File: src/hdl/nps_pkg.sv
// ----------------------------------------------------------------------------
// nps_pkg: shared constants for the nearest point search block
// Field widths, default sizes and command codes.
// ----------------------------------------------------------------------------
`default_nettype none

package nps_pkg;

  localparam int MAX_POINTS_DEF = 64;
  localparam int COORD_BITS_DEF = 16;

  localparam int SLOT_W  = 6;   // slot field on the ports
  localparam int LIMIT_W = 36;  // squared distance, unsigned integer (UQ36.0)

  localparam logic CMD_STORE = 1'b0;
  localparam logic CMD_QUERY = 1'b1;

endpackage

`default_nettype wire

File: src/hdl/nps_table.sv
// ----------------------------------------------------------------------------
// nps_table: point table memory
// One write port, one registered read port; each entry holds a valid mark
// and three coordinates. The read tag follows the read data.
// ----------------------------------------------------------------------------
`default_nettype none

module nps_table
  import nps_pkg::*;
#(
  parameter int MAX_POINTS = MAX_POINTS_DEF,
  parameter int COORD_BITS = COORD_BITS_DEF,
  localparam int IDX_W = $clog2(MAX_POINTS),
  localparam int ENT_W = 3 * COORD_BITS + 1
) (
  input  logic             clk,
  input  logic             rst,
  input  logic             we,
  input  logic [IDX_W-1:0] wr_addr,
  input  logic [ENT_W-1:0] wr_data,
  input  logic             rd_en,
  input  logic [IDX_W-1:0] rd_addr,
  output logic             rd_vld,
  output logic [IDX_W-1:0] rd_idx,
  output logic [ENT_W-1:0] rd_data
);

  logic [ENT_W-1:0] mem [MAX_POINTS];

  always_ff @(posedge clk) begin
    if (we) begin
      mem[wr_addr] <= wr_data;
    end
  end

  always_ff @(posedge clk) begin
    rd_data <= mem[rd_addr];
    rd_idx  <= rd_addr;
  end

  always_ff @(posedge clk) begin
    if (rst) begin
      rd_vld <= 1'b0;
    end else begin
      rd_vld <= rd_en;
    end
  end

endmodule

`default_nettype wire

File: config.mk
export PLATFORM = sky130hd
export DESIGN_NAME = nps_table
export DESIGN_NICKNAME = d
export VERILOG_FILES = /design/src/hdl/nps_pkg.sv /design/src/hdl/nps_table.sv
export SDC_FILE = /design/constraint.sdc
export NUM_CORES = 2
export LEC_CHECK = 0
export ABC_AREA = 1
export BUFFER_PORTS_ARGS = -buffer_cell sky130_fd_sc_hd__buf_2
export CORE_ASPECT_RATIO = 2
export CORE_UTILIZATION = 39
export CTS_BUF_LIST = sky130_fd_sc_hd__clkbuf_4 sky130_fd_sc_hd__clkbuf_8 sky130_fd_sc_hd__clkbuf_16
export DETAILED_ROUTE_END_ITERATION = 12
export PLACE_DENSITY = 0.62
export REMOVE_ABC_BUFFERS = 1
export SLEW_MARGIN = 5
export SYNTH_ARGS = -nofsm -noshare
export SYNTH_HDL_FRONTEND = slang
export SYNTH_SLANG_ARGS = --single-unit
File: constraint.sdc
create_clock -name clk -period 11.9 [get_ports clk]
set_input_delay 2.38 -clock clk [delete_from_list [all_inputs] [get_ports clk]]
set_output_delay 2.38 -clock clk [all_outputs]
set_load 0.02 [all_outputs]
-- Yosys cells after proc, flatten, opt, wreduce, memory -nomap -nowiden
Memory sizes are Yosys's and may differ from the RTL's. A register that Yosys moved wholly into a read port is not among the register bits.
Index checks and enable logic that the tools add are counted.
- output and inout port bits: 56
- bits in writable memories: 3136
- memories: 1
- bits of input ports: 65
- bits in registers: 7
- word-level logic and storage cells: 5
- muxes and demuxes: 2
- memories (name ; words ; bits a word ; read ports ; clocked after Yosys merged registers in ; write ports ; line ; text):
    mem ; 64 ; 49 ; 1 ; 1 ; 1 ; nps_table.sv:28 ; logic [ENT_W-1:0] mem [MAX_POINTS];
- operators by type and width (cell ; number):
    1-bit two-way mux ; 2

-- Longest topological paths before layout
- depth in word-level cells: 2
- depth in mapped cells: 12
- depth with buffers taken out: 9

-- Least setup slack after synthesis
Ideal clock, no wire load.
- kind: in2reg
- from: in we
- to: mem mem[48][0] in the netlist's numbering (enable)
- path slack: 3.716 ns
- setup time: 0.579 ns
- buffers on the path: 1
- stages on the path: 3
- data arrival time: 7.606 ns
- data required time: 11.321 ns
- cells stage by stage: clkbuf_1 -> nand4_1 -> nor4_1
- word-level cells in the longest chain between the ends: 2
- ends and longest elaborated chain (element ; line ; text):
    from (decl) ; nps_table.sv:18 ; input logic we,
    1-bit two-way mux ; nps_table.sv:31 ; if (we) begin
    1-bit two-way mux (implied by the code) ; nps_table.sv:32 ; mem[wr_addr] <= wr_data;
    to (decl) ; nps_table.sv:28 ;
Every way passes these cells.

==> impl_metrics.env <==
export IMPL_vias=84677
export IMPL_hpwl_um=207000
export IMPL_cts_tree="done"
export IMPL_most_common_layout_cells="nand2_1, edfxtp_1, nand3_1, clkbuf_16, buf_4"
export IMPL_track_usage=0.245
export IMPL_core_region_area_mm2=0.323
export IMPL_portBuffers=120
export IMPL_finalSetupViolCount=0
export IMPL_grt_pass1_vias=81828
export IMPL_holdBufCountCts=0
export IMPL_die_area_mm2=0.326
export IMPL_worstPathRequired_ps=12740
export IMPL_yosysSeqAreaShare=0.754
export IMPL_ctsRootBufferMaster="clkbuf_16"
export IMPL_vdd_ir_drop_max_uv=112
export IMPL_yosysWarnings=0
export IMPL_switching_share=0.227
export IMPL_status="finished, final reports clean"
export IMPL_fillers=28946
export IMPL_worst_pin_slew_ps=1440
export IMPL_synthCells=10329
export IMPL_p_leak_uw=0.0487
export IMPL_dp_cells=14252
export IMPL_slew_headroom=0.0380
export IMPL_maxCapViolCount=0
export IMPL_cp_max_fo=220
export IMPL_cts_sinks=3192
export IMPL_clkPwrFrac=0.400
export IMPL_overflow=0
export IMPL_ant_nets=0
export IMPL_drive_gt1_frac=0.0785
export IMPL_cp_slowest_stage_delay_ps=930
export IMPL_power_density_mw_per_mm2=164
export IMPL_syn_avg_cell_area_um2=12.2
export IMPL_p_int_uw=17800
export IMPL_period_share=0.501
export IMPL_power_switching_uw=5240
export IMPL_multi_input_area_mm2=0.0283
export IMPL_fmax_mhz=168
export IMPL_numCtsBuffers=282
export IMPL_ioPinCount=121
export IMPL_yosys_register_bits=3192
export IMPL_rsz0062_at_grt="no"
export IMPL_syn_to_final_growth_pct=11.1
export IMPL_drc=0
export IMPL_hold_viol_final=0
export IMPL_crit_chain="buf_8 -> buf_4 -> buf_4 -> buf_12 -> nand2_1 -> nand3_1 -> nand3_1 -> nand3_1 -> nand3_1 -> nand2_1 -> nand2_1 -> nand2_1"
export IMPL_rows=295
export IMPL_syn_area_mm2=0.126
export IMPL_power_share_sequential=0.541
export IMPL_clock_path_buffers=4
export IMPL_power_uw=23000
export IMPL_crit_arrival_ps=6800
export IMPL_hp_class="reg2reg"
export IMPL_firstDrtPassIters=7
export IMPL_criticalPathCategory="in2reg"
export IMPL_cts_htree_levels=5
export IMPL_fp_dieW_um=404
export IMPL_startpoint_type="input pin"
export IMPL_cts_setup_buffers=0
export IMPL_fin_skew_ps=60.3
export IMPL_worstSetupEndpointType="flop"
export IMPL_path_clk_slew_ps=70
export IMPL_p_comb_frac=0.059
export IMPL_regArea_mm2=0.0953
export IMPL_grt_pass1_wl_um=577000
export IMPL_clk_latency_ps=900
export IMPL_final_nets=10295
export IMPL_path_delay_family="buffers and inverters"
export IMPL_wl_um=408000
export IMPL_antenna_found_initial=25
export IMPL_wl_per_cell_um=27.6
export IMPL_report_final_slew_viol_count=0
export IMPL_start_util=0.392
export IMPL_drt_vias_per_instance=5.74
export IMPL_cts_resized=0
export IMPL_grt_max_degree=221
export IMPL_min_period_ps=5960
export IMPL_crit_buf_inv=4
export IMPL_die_h_um=807
export IMPL_gp_congestion=0.829
export IMPL_layout_commonest_cell="nand2_1"
export IMPL_cpMaxStageDelayCell="buf_4"
export IMPL_initialDrtViolationCount=10076
export IMPL_synth_distinct_cells=14
export IMPL_finalNonFillerCells=14764
cell usage after synthesis:
library cell / number / area share
dfxtp_1: 56 / 0.0089
buf_4: 3 / 0.00018
inv_2: 4 / 0.00012
nor4_1: 8 / 0.00040
buf_2: 459 / 0.018
nand3_1: 2912 / 0.12
nand2_1: 3451 / 0.10
clkinv_1: 1 / 0.000030
clkbuf_1: 149 / 0.0044
inv_1: 8 / 0.00024
edfxtp_1: 3136 / 0.75
nor2_1: 57 / 0.0017
nand4_1: 9 / 0.00045
buf_1: 76 / 0.0023
worst paths after layout:
path | startpoint | endpoint | slack [ps] | cells past startpoint
setup / recovery | rd_addr[0] | rd_data[26]$_DFF_P_ | 5940 | 12
hold reg to reg | mem[40][25]$_DFFE_PP_ | rd_data[25]$_DFF_P_ | 800 | 8
hold / removal | mem[40][25]$_DFFE_PP_ | rd_data[25]$_DFF_P_ | 800 | 8
setup reg to reg | mem[9][2]$_DFFE_PP_ | rd_data[2]$_DFF_P_ | 10280 | 8
cell type report:
class,instances,share of cell area
Sequential cell,3192,0.679
Multi-Input combinational cell,6437,0.202
Clock buffer,341,0.0544
Tap cell,4306,0.0384
Timing Repair Buffer,304,0.0160
Clock inverter,157,0.0101
Inverter,13,0.000615
Antenna cell,14,0.000249
worst reg2reg max path, stage by stage, from the launching register on:
cell      delay, ps
edfxtp_1        370
nand2_1          70
nand3_1          90
nand3_1         120
nand3_1         110
nand3_1         130
nand2_1          70
nand2_1         190
nand2_1         240
power by group through the flow:
stage	combinational [uW]	sequential, uW	clock (uW)
final	1350	12500	9220
after floorplan	799	12700	0
after CTS	1340	12500	9330
after detailed placement	1340	12700	0
after global routing	1460	12500	9670
after global placement	1320	12700	0
stage by stage:
| stage | TNS, ps | util | area, um^2 | setup slack, ps | hold slack (ps) |
|---|---|---|---|---|---|
| global route | 0 | 0.435 | 140000 | 5840 | 857 |
| global placement | 0 | 0.407 | 131000 | 5340 | 771 |
| finish | 0 | 0.435 | 140000 | 5940 | 797 |
| CTS | 0 | 0.435 | 140000 | 6240 | 797 |
| detailed placement | 0 | 0.407 | 131000 | 5280 | 787 |
| floorplan | -146410 | - | 123000 | -3000 | 720 |
layer usage:
metal  global-route usage  vias up  wire length, um  part of all wire
met5                    0        -               77           0.00019
met4                0.158       14            30100             0.074
met3               0.0391     1316            34800             0.085
met2                0.423     4674           203000              0.50
met1                0.280    42128           140000              0.34
li1                     -    36545                -                 -
cell families after synthesis:
group | count (synthesis) | synth area share
simple gates | 6437 | 0.220
buf+inv | 700 | 0.0254
flops | 3192 | 0.754
registers in the layout (all words and copies together) (netlist names):
register,cells
rd_data,49
mem,3136
rd_vld,1
rd_idx,6
(Power assumes the default switching activity.)
