--- config.mk ---
export PLATFORM = sky130hd
export DESIGN_NAME = nps_dist
export DESIGN_NICKNAME = d
export VERILOG_FILES = /design/src/hdl/nps_pkg.sv /design/src/hdl/nps_dist.sv
export SDC_FILE = /design/constraint.sdc
export NUM_CORES = 2
export LEC_CHECK = 0
export BUFFER_PORTS_ARGS = -buffer_cell sky130_fd_sc_hd__buf_2
export CAP_MARGIN = 25
export CORE_MARGIN = 2
export CORE_UTILIZATION = 25
export CTS_BUF_LIST = sky130_fd_sc_hd__clkbuf_4
export CTS_CLUSTER_DIAMETER = 30
export DETAILED_ROUTE_END_ITERATION = 10
export PLACE_DENSITY_LB_ADDON = 0.12
export SYNTH_ARGS = -nofsm -noshare
export SYNTH_HDL_FRONTEND = slang
export SYNTH_SLANG_ARGS = --single-unit
--- constraint.sdc ---
create_clock -name clk -period 11.8 [get_ports clk]
set_input_delay 2.36 -clock clk [delete_from_list [all_inputs] [get_ports clk]]
set_output_delay 2.36 -clock clk [all_outputs]
set_load 0.01 [all_outputs]
--- src/hdl/nps_pkg.sv ---
// ----------------------------------------------------------------------------
// nps_pkg: shared constants for the nearest point search block
// Field widths, default sizes and command codes.
// ----------------------------------------------------------------------------
`default_nettype none

package nps_pkg;

  localparam int MAX_POINTS_DEF = 64;
  localparam int COORD_BITS_DEF = 16;

  localparam int SLOT_W  = 6;   // slot field on the ports
  localparam int LIMIT_W = 36;  // squared distance, unsigned integer (UQ36.0)

  localparam logic CMD_STORE = 1'b0;
  localparam logic CMD_QUERY = 1'b1;

endpackage

`default_nettype wire

--- src/hdl/nps_dist.sv ---
// ----------------------------------------------------------------------------
// nps_dist: squared distance unit
// Two-stage pipeline shared by every slot of a scan: per-axis difference
// and square, then the sum of the three squares.
// ----------------------------------------------------------------------------
`default_nettype none

module nps_dist
  import nps_pkg::*;
#(
  parameter int MAX_POINTS = MAX_POINTS_DEF,
  parameter int COORD_BITS = COORD_BITS_DEF,
  localparam int IDX_W = $clog2(MAX_POINTS),
  localparam int DW    = COORD_BITS + 1,
  localparam int SQ_W  = 2 * DW,
  localparam int SUM_W = SQ_W + 2
) (
  input  logic                    clk,
  input  logic                    rst,
  input  logic                    in_vld,
  input  logic [IDX_W-1:0]        in_idx,
  input  logic [3*COORD_BITS-1:0] pt,      // {x, y, z}
  input  logic [3*COORD_BITS-1:0] qpt,     // {x, y, z}
  output logic                    busy,
  output logic                    out_vld,
  output logic [IDX_W-1:0]        out_idx,
  output logic [SUM_W-1:0]        out_sum
);

  logic             s1_vld;
  logic [IDX_W-1:0] s1_idx;
  logic [SQ_W-1:0]  sq [3];

  for (genvar a = 0; a < 3; a++) begin : g_axis
    logic signed [DW-1:0] diff;
    logic        [DW-1:0] mag;

    always_comb begin
      diff = $signed({pt[a*COORD_BITS + COORD_BITS - 1], pt[a*COORD_BITS +: COORD_BITS]})
           - $signed({qpt[a*COORD_BITS + COORD_BITS - 1], qpt[a*COORD_BITS +: COORD_BITS]});
      mag  = diff[DW-1] ? $unsigned(-diff) : $unsigned(diff);
    end

    always_ff @(posedge clk) begin
      sq[a] <= mag * mag;
    end
  end

  always_ff @(posedge clk) begin
    s1_idx  <= in_idx;
    out_idx <= s1_idx;
    out_sum <= SUM_W'(sq[0]) + SUM_W'(sq[1]) + SUM_W'(sq[2]);
  end

  always_ff @(posedge clk) begin
    if (rst) begin
      s1_vld  <= 1'b0;
      out_vld <= 1'b0;
    end else begin
      s1_vld  <= in_vld;
      out_vld <= s1_vld;
    end
  end

  assign busy = s1_vld | out_vld;

endmodule

`default_nettype wire

======== Yosys cells after proc, flatten, opt, wreduce, memory -nomap -nowiden ========
Memory sizes are Yosys's and may differ from the RTL's.
Index checks and enable logic that the tools add are counted.
storage, ports and cells
  register bits ........................... 50
  latch bits .............................. 0
  bits in writable memories ............... 102
  ROM bits ................................ 0
  bits of input ports ..................... 105
  output and inout port bits .............. 44
  word-level logic and storage cells ...... 21
  memories kept ........................... 1
cells by class
  add/sub/neg operators ................... 8
  $mul .................................... 3
  divide/modulo/power cells ............... 0
  order comparisons ....................... 0
  eq/ne operators ......................... 0
  shifts and indexed selects .............. 0
  mux-type cells .......................... 3
  bitwise operators ....................... 1
  reduce and logical (&&, ||, !) cells .... 0
memory list
  memory  depth  bits a word  rd ports  clocked after memory_dff  wr ports  line            RTL
  sq      3      34           3         0                         3         nps_dist.sv:32  logic [SQ_W-1:0] sq [3];
operator list
  kind                                            count
  17-bit by 17-bit multiplier with 34-bit output  3
  17-bit 2-to-1 mux                               3
  17-bit negation                                 3
  16-bit by 16-bit subtractor with 17-bit output  3
  35-bit by 34-bit adder with 36-bit output       1
  34-bit by 34-bit adder with 35-bit output       1
  1-bit OR                                        1

======== Longest topological paths before layout ========
  depth in word-level cells ............... 4
  depth in mapped cells ................... 39
  depth with buffers taken out ............ 37

======== Worst setup path before layout ========
No wires, ideal clock.
  kind .................................... input-to-reg
  from .................................... input port pt[0]
  to ...................................... memory sq[0][32] (netlist bit)
  library setup time ...................... 72 ps
  arrival time ............................ 10555 ps
  data required time ...................... 11728 ps
  setup slack ............................. 1173 ps
  cell stages on the path ................. 34
  path buffers ............................ 0
  cells stage by stage .................... inv_1 > ha_1 > fa_1 > nand2b_1 > a21oi_1 > o311ai_1 > nor3_1 > a21oi_1 > a31oi_1 > nor2_1 > xor2_1 > clkinv_1 > nor2_1 > inv_1 > fa_1 > fa_1 > fa_1 > inv_1 > fa_1 > fa_1 > inv_1 > fa_1 > inv_1 > ha_1 > a21o_1 > a211oi_1 > o21bai_1 > nor2_1 > o211ai_1 > a211o_1 > a2111oi_0 > o21bai_1 > a21oi_1 > xnor2_1
RTL lines
  item             line            RTL
  start, declared  nps_dist.sv:22  input logic [3*COORD_BITS-1:0] pt,
  end, declared    nps_dist.sv:32

==> summary.txt <==
Run status
  – Status: completed

Floorplan
  – Num rows: 132
  – Core area: between 100000 and 150000 um^2
  – IO Pins: between 100 and 150
  – DIE AREA: approximately 130000 um^2
  – Starting Density: 25.3%
  – Die X: 366 um
  – Die height: roughly 370 um

Final layout
  – Fillers: 14200
  – Reg area: a little under 3000 um^2
  – Finished layout cell area: approximately 37000 um^2
  – Fin nets: roughly 5000
  – Commonest non-fill, non-tap cell in the layout: inv_1
  – Area growth, synth to finish: 11.9%
  – Most frequent cells in the layout: inv_1, fa_1, ha_1
  – Layout cells sized above 1: between 9 and 10%
  – Area of the multi-input gates: around 26000 um^2

Placement
  – Post-Place Cell Area: around 36000 um^2
  – GPL Wtd Cong: around 0.80
  – DP Wirelength: 79100 um
  – Port Buf Inserts: between 100 and 150

Yosys
  – Asr flop ratio synth: 0%
  – Warnings from Yosys: 0
  – Post-synth EDFFs: 0
  – Cells after Synth: approximately 3700
  – Synth Flop Type: dfxtp_1
  – Post-synthesis register bit count: between 100 and 150
  – Mapped Area: approximately 33000 um^2
  – Avg Cell Area, Syn: 8.86 um^2
  – Library cells used by synthesis: between 80 and 90
  – Sequential fraction of the synthesis area: 9.09%

Clocking
  – Worst-case clock buffer depth: 2
  – CTS tree: yes
  – H-Tree Depth: 4
  – Post_cts resized: 0
  – # hold bufs at CTS: 0
  – Root Driver: clkbuf_4
  – # Post-CTS Setup Buffers: 0
  – CTS buffer count: 17
  – TritonCTS sink count: roughly 150
  – Worst skew pair latency: about 0.66 ns
  – CTS clk-pin slew, worst paths: between 0.1 and 0.15 ns

Setup path
  – CP Capture Type: register
  – R2R depth: 12
  – Worst R2R End: out_sum[31]$_DFF_P_
  – Worst reg2reg setup slack: between 7 and 8 ns
  – Worst path arrival time: 11.37 ns
  – Crit path max-delay family: adder cells
  – Critical path type: in2reg
  – CP max FO: 8
  – Data required, critical path: about 12 ns
  – Reg-to-reg startpoint: sq[0][38]$_DFF_P_
  – Startpoint types: input pin
  – Critical path's slowest cell: fa_1
  – Most used cell along the critical path: fa_1
  – Slowest stage delay, CP: ~0.55 ns
  – WP buf/inv: 5

Timing
  – Min cycle time layout: about 11 ns
  – Tcrit/Tclk final: 91.6%
  – Worst Max-Slew Pin Slew: ~0.86 ns
  – Clk_skew: 0.0200 ns
  – Endpoints failing setup: 0
  – Fin. Hold Viols: 0
  – Final setup TNS: 0 ns
  – Rel. slew slack: a little over two fifths
  – Hold Slack: about 0.34 ns
  – Max Clk Rate: slightly above 90 MHz
  – RSZ-0062 raised after global routing: false
  – Final max-slew violation count: 0

Hold path
  – Min-delay src: s1_idx[1]$_DFF_P_
  – Hold Path End: out_idx[1]$_DFF_P_
  – Worst min-delay path class: reg2reg
  – Min-Delay Path Depth: 0

Drt
  – Post-Route WL: between 90000 and 100000 um
  – Detail Route Antenna Nets: 0
  – DR vias: 24400
  – DRT Pass-1 Iters: 7
  – Vias per inst: 4.27
  – Residual DRC count: 0
  – WL/cell: ~16 um
  – Initial drt markers: around 980

Job
  – Number of max-cap violations: 0

Global routing
  – Total grt overflow: 0
  – Via count of the first global-routing pass: between 20000 and 30000
  – Antenna violations before repair: 2
  – All-Layer GR Usage: between 10% and 20%
  – Largest net degree at the start of global routing: 17
  – First-pass GRT wire length: between 100000 and 150000 um
-- per-stage QoR --
step	cells	setup slack, ns	utilization [%]
after global routing	5709	0.204	28.3
after floorplan	3741	1.17	-
after global placement	5671	0.492	28.0
after detailed placement	5671	0.299	28.0
after CTS	5703	1.02	28.2
final	5710	0.988	28.3
-- state kept, by name, indices dropped and copies added (netlist names) --
name / cells
out_idx: 6
out_sum: 36
out_vld: 1
s1_idx: 6
s1_vld: 1
sq: 99
-- routing by layer --
layer	part of all wire [%]	track usage (%)	up-vias
li1	-	-	11900
met1	47	19.0	12100
met2	49	24.1	307
met3	2.7	1.55	56
met4	1.3	2.14	0
met5	0	0	-
-- layout make-up --
class                   instances  area share (%)
flip-flops and latches        149            8.12
well taps                    1742            5.94
clock buffers                  18           0.368
multi-input cells            2601            71.4
inverters                     920            9.40
repair buffers                259            4.29
clock inverters                14           0.388
diodes                          7          0.0477
-- cell families (layout without fill, tap and decap cells) --
family / count (synthesis) / after routing / synth area share [%]
mux: 7 / 7 / 0.221
buf+inv: 991 / 1211 / 11.4
other cells: 2 / 45 / 0.0229
flops: 149 / 149 / 9.09
fa+ha+maj: 1005 / 1005 / 52.3
simple gates: 864 / 864 / 11.8
xor+xnor: 201 / 201 / 5.55
compound gates: 486 / 486 / 9.58
-- Yosys cell counts, types with 4 or more instances --
master     number  share of area [%]
inv_2          12               0.14
and4_1          5               0.13
o2111ai_1       4               0.11
and3_1         14               0.27
mux2i_1         5               0.15
clkbuf_1       62               0.71
clkinv_1        7              0.080
xnor2_1       126                3.4
o31ai_1        11               0.25
a211oi_1       19               0.43
nor3b_1         5               0.11
nand4_1         8               0.15
xor2_1         68                1.8
a21o_1         46                1.1
a31oi_1        18               0.34
or2_2          13               0.25
o21bai_1       15               0.34
nand2_2         5              0.095
nor3_1         33               0.50
nand2b_1       36               0.69
buf_2           7               0.11
o21ai_0       102                1.6
and2_1         15               0.29
a21boi_0       10               0.23
a21oi_1       143                2.2
a31o_2          8               0.21
o21a_1         32               0.73
nand3_1        29               0.44
nor4_1          9               0.17
o31a_1          9               0.24
nand3b_1        9               0.21
a211o_1         7               0.19
ha_1          392                 15
nor2b_1        23               0.44
inv_1         901                 10
fa_1          613                 37
or3_1          11               0.21
dfxtp_1       149                9.1
nor2_1        314                3.6
o211ai_1       11               0.25
a2111oi_0       4               0.11
nand2_1       315                3.6
o22ai_1         5              0.095
-- worst max-delay path by stage --
stage	to	slack [ns]	from	cells after the start
floorplan	sq[0][32]$_DFF_P_	1.17	pt[0]	34
global placement	sq[0][98]$_DFF_P_	0.49	pt[32]	35
detailed placement	sq[0][33]$_DFF_P_	0.30	pt[0]	33
CTS	sq[0][33]$_DFF_P_	1.02	pt[0]	33
global route	sq[0][31]$_DFF_P_	0.20	pt[0]	33
finish	sq[0][33]$_DFF_P_	0.99	pt[0]	33
Power is not shown: default switching activity piles up to over one toggle a cycle in this logic, so the estimate is an artifact.
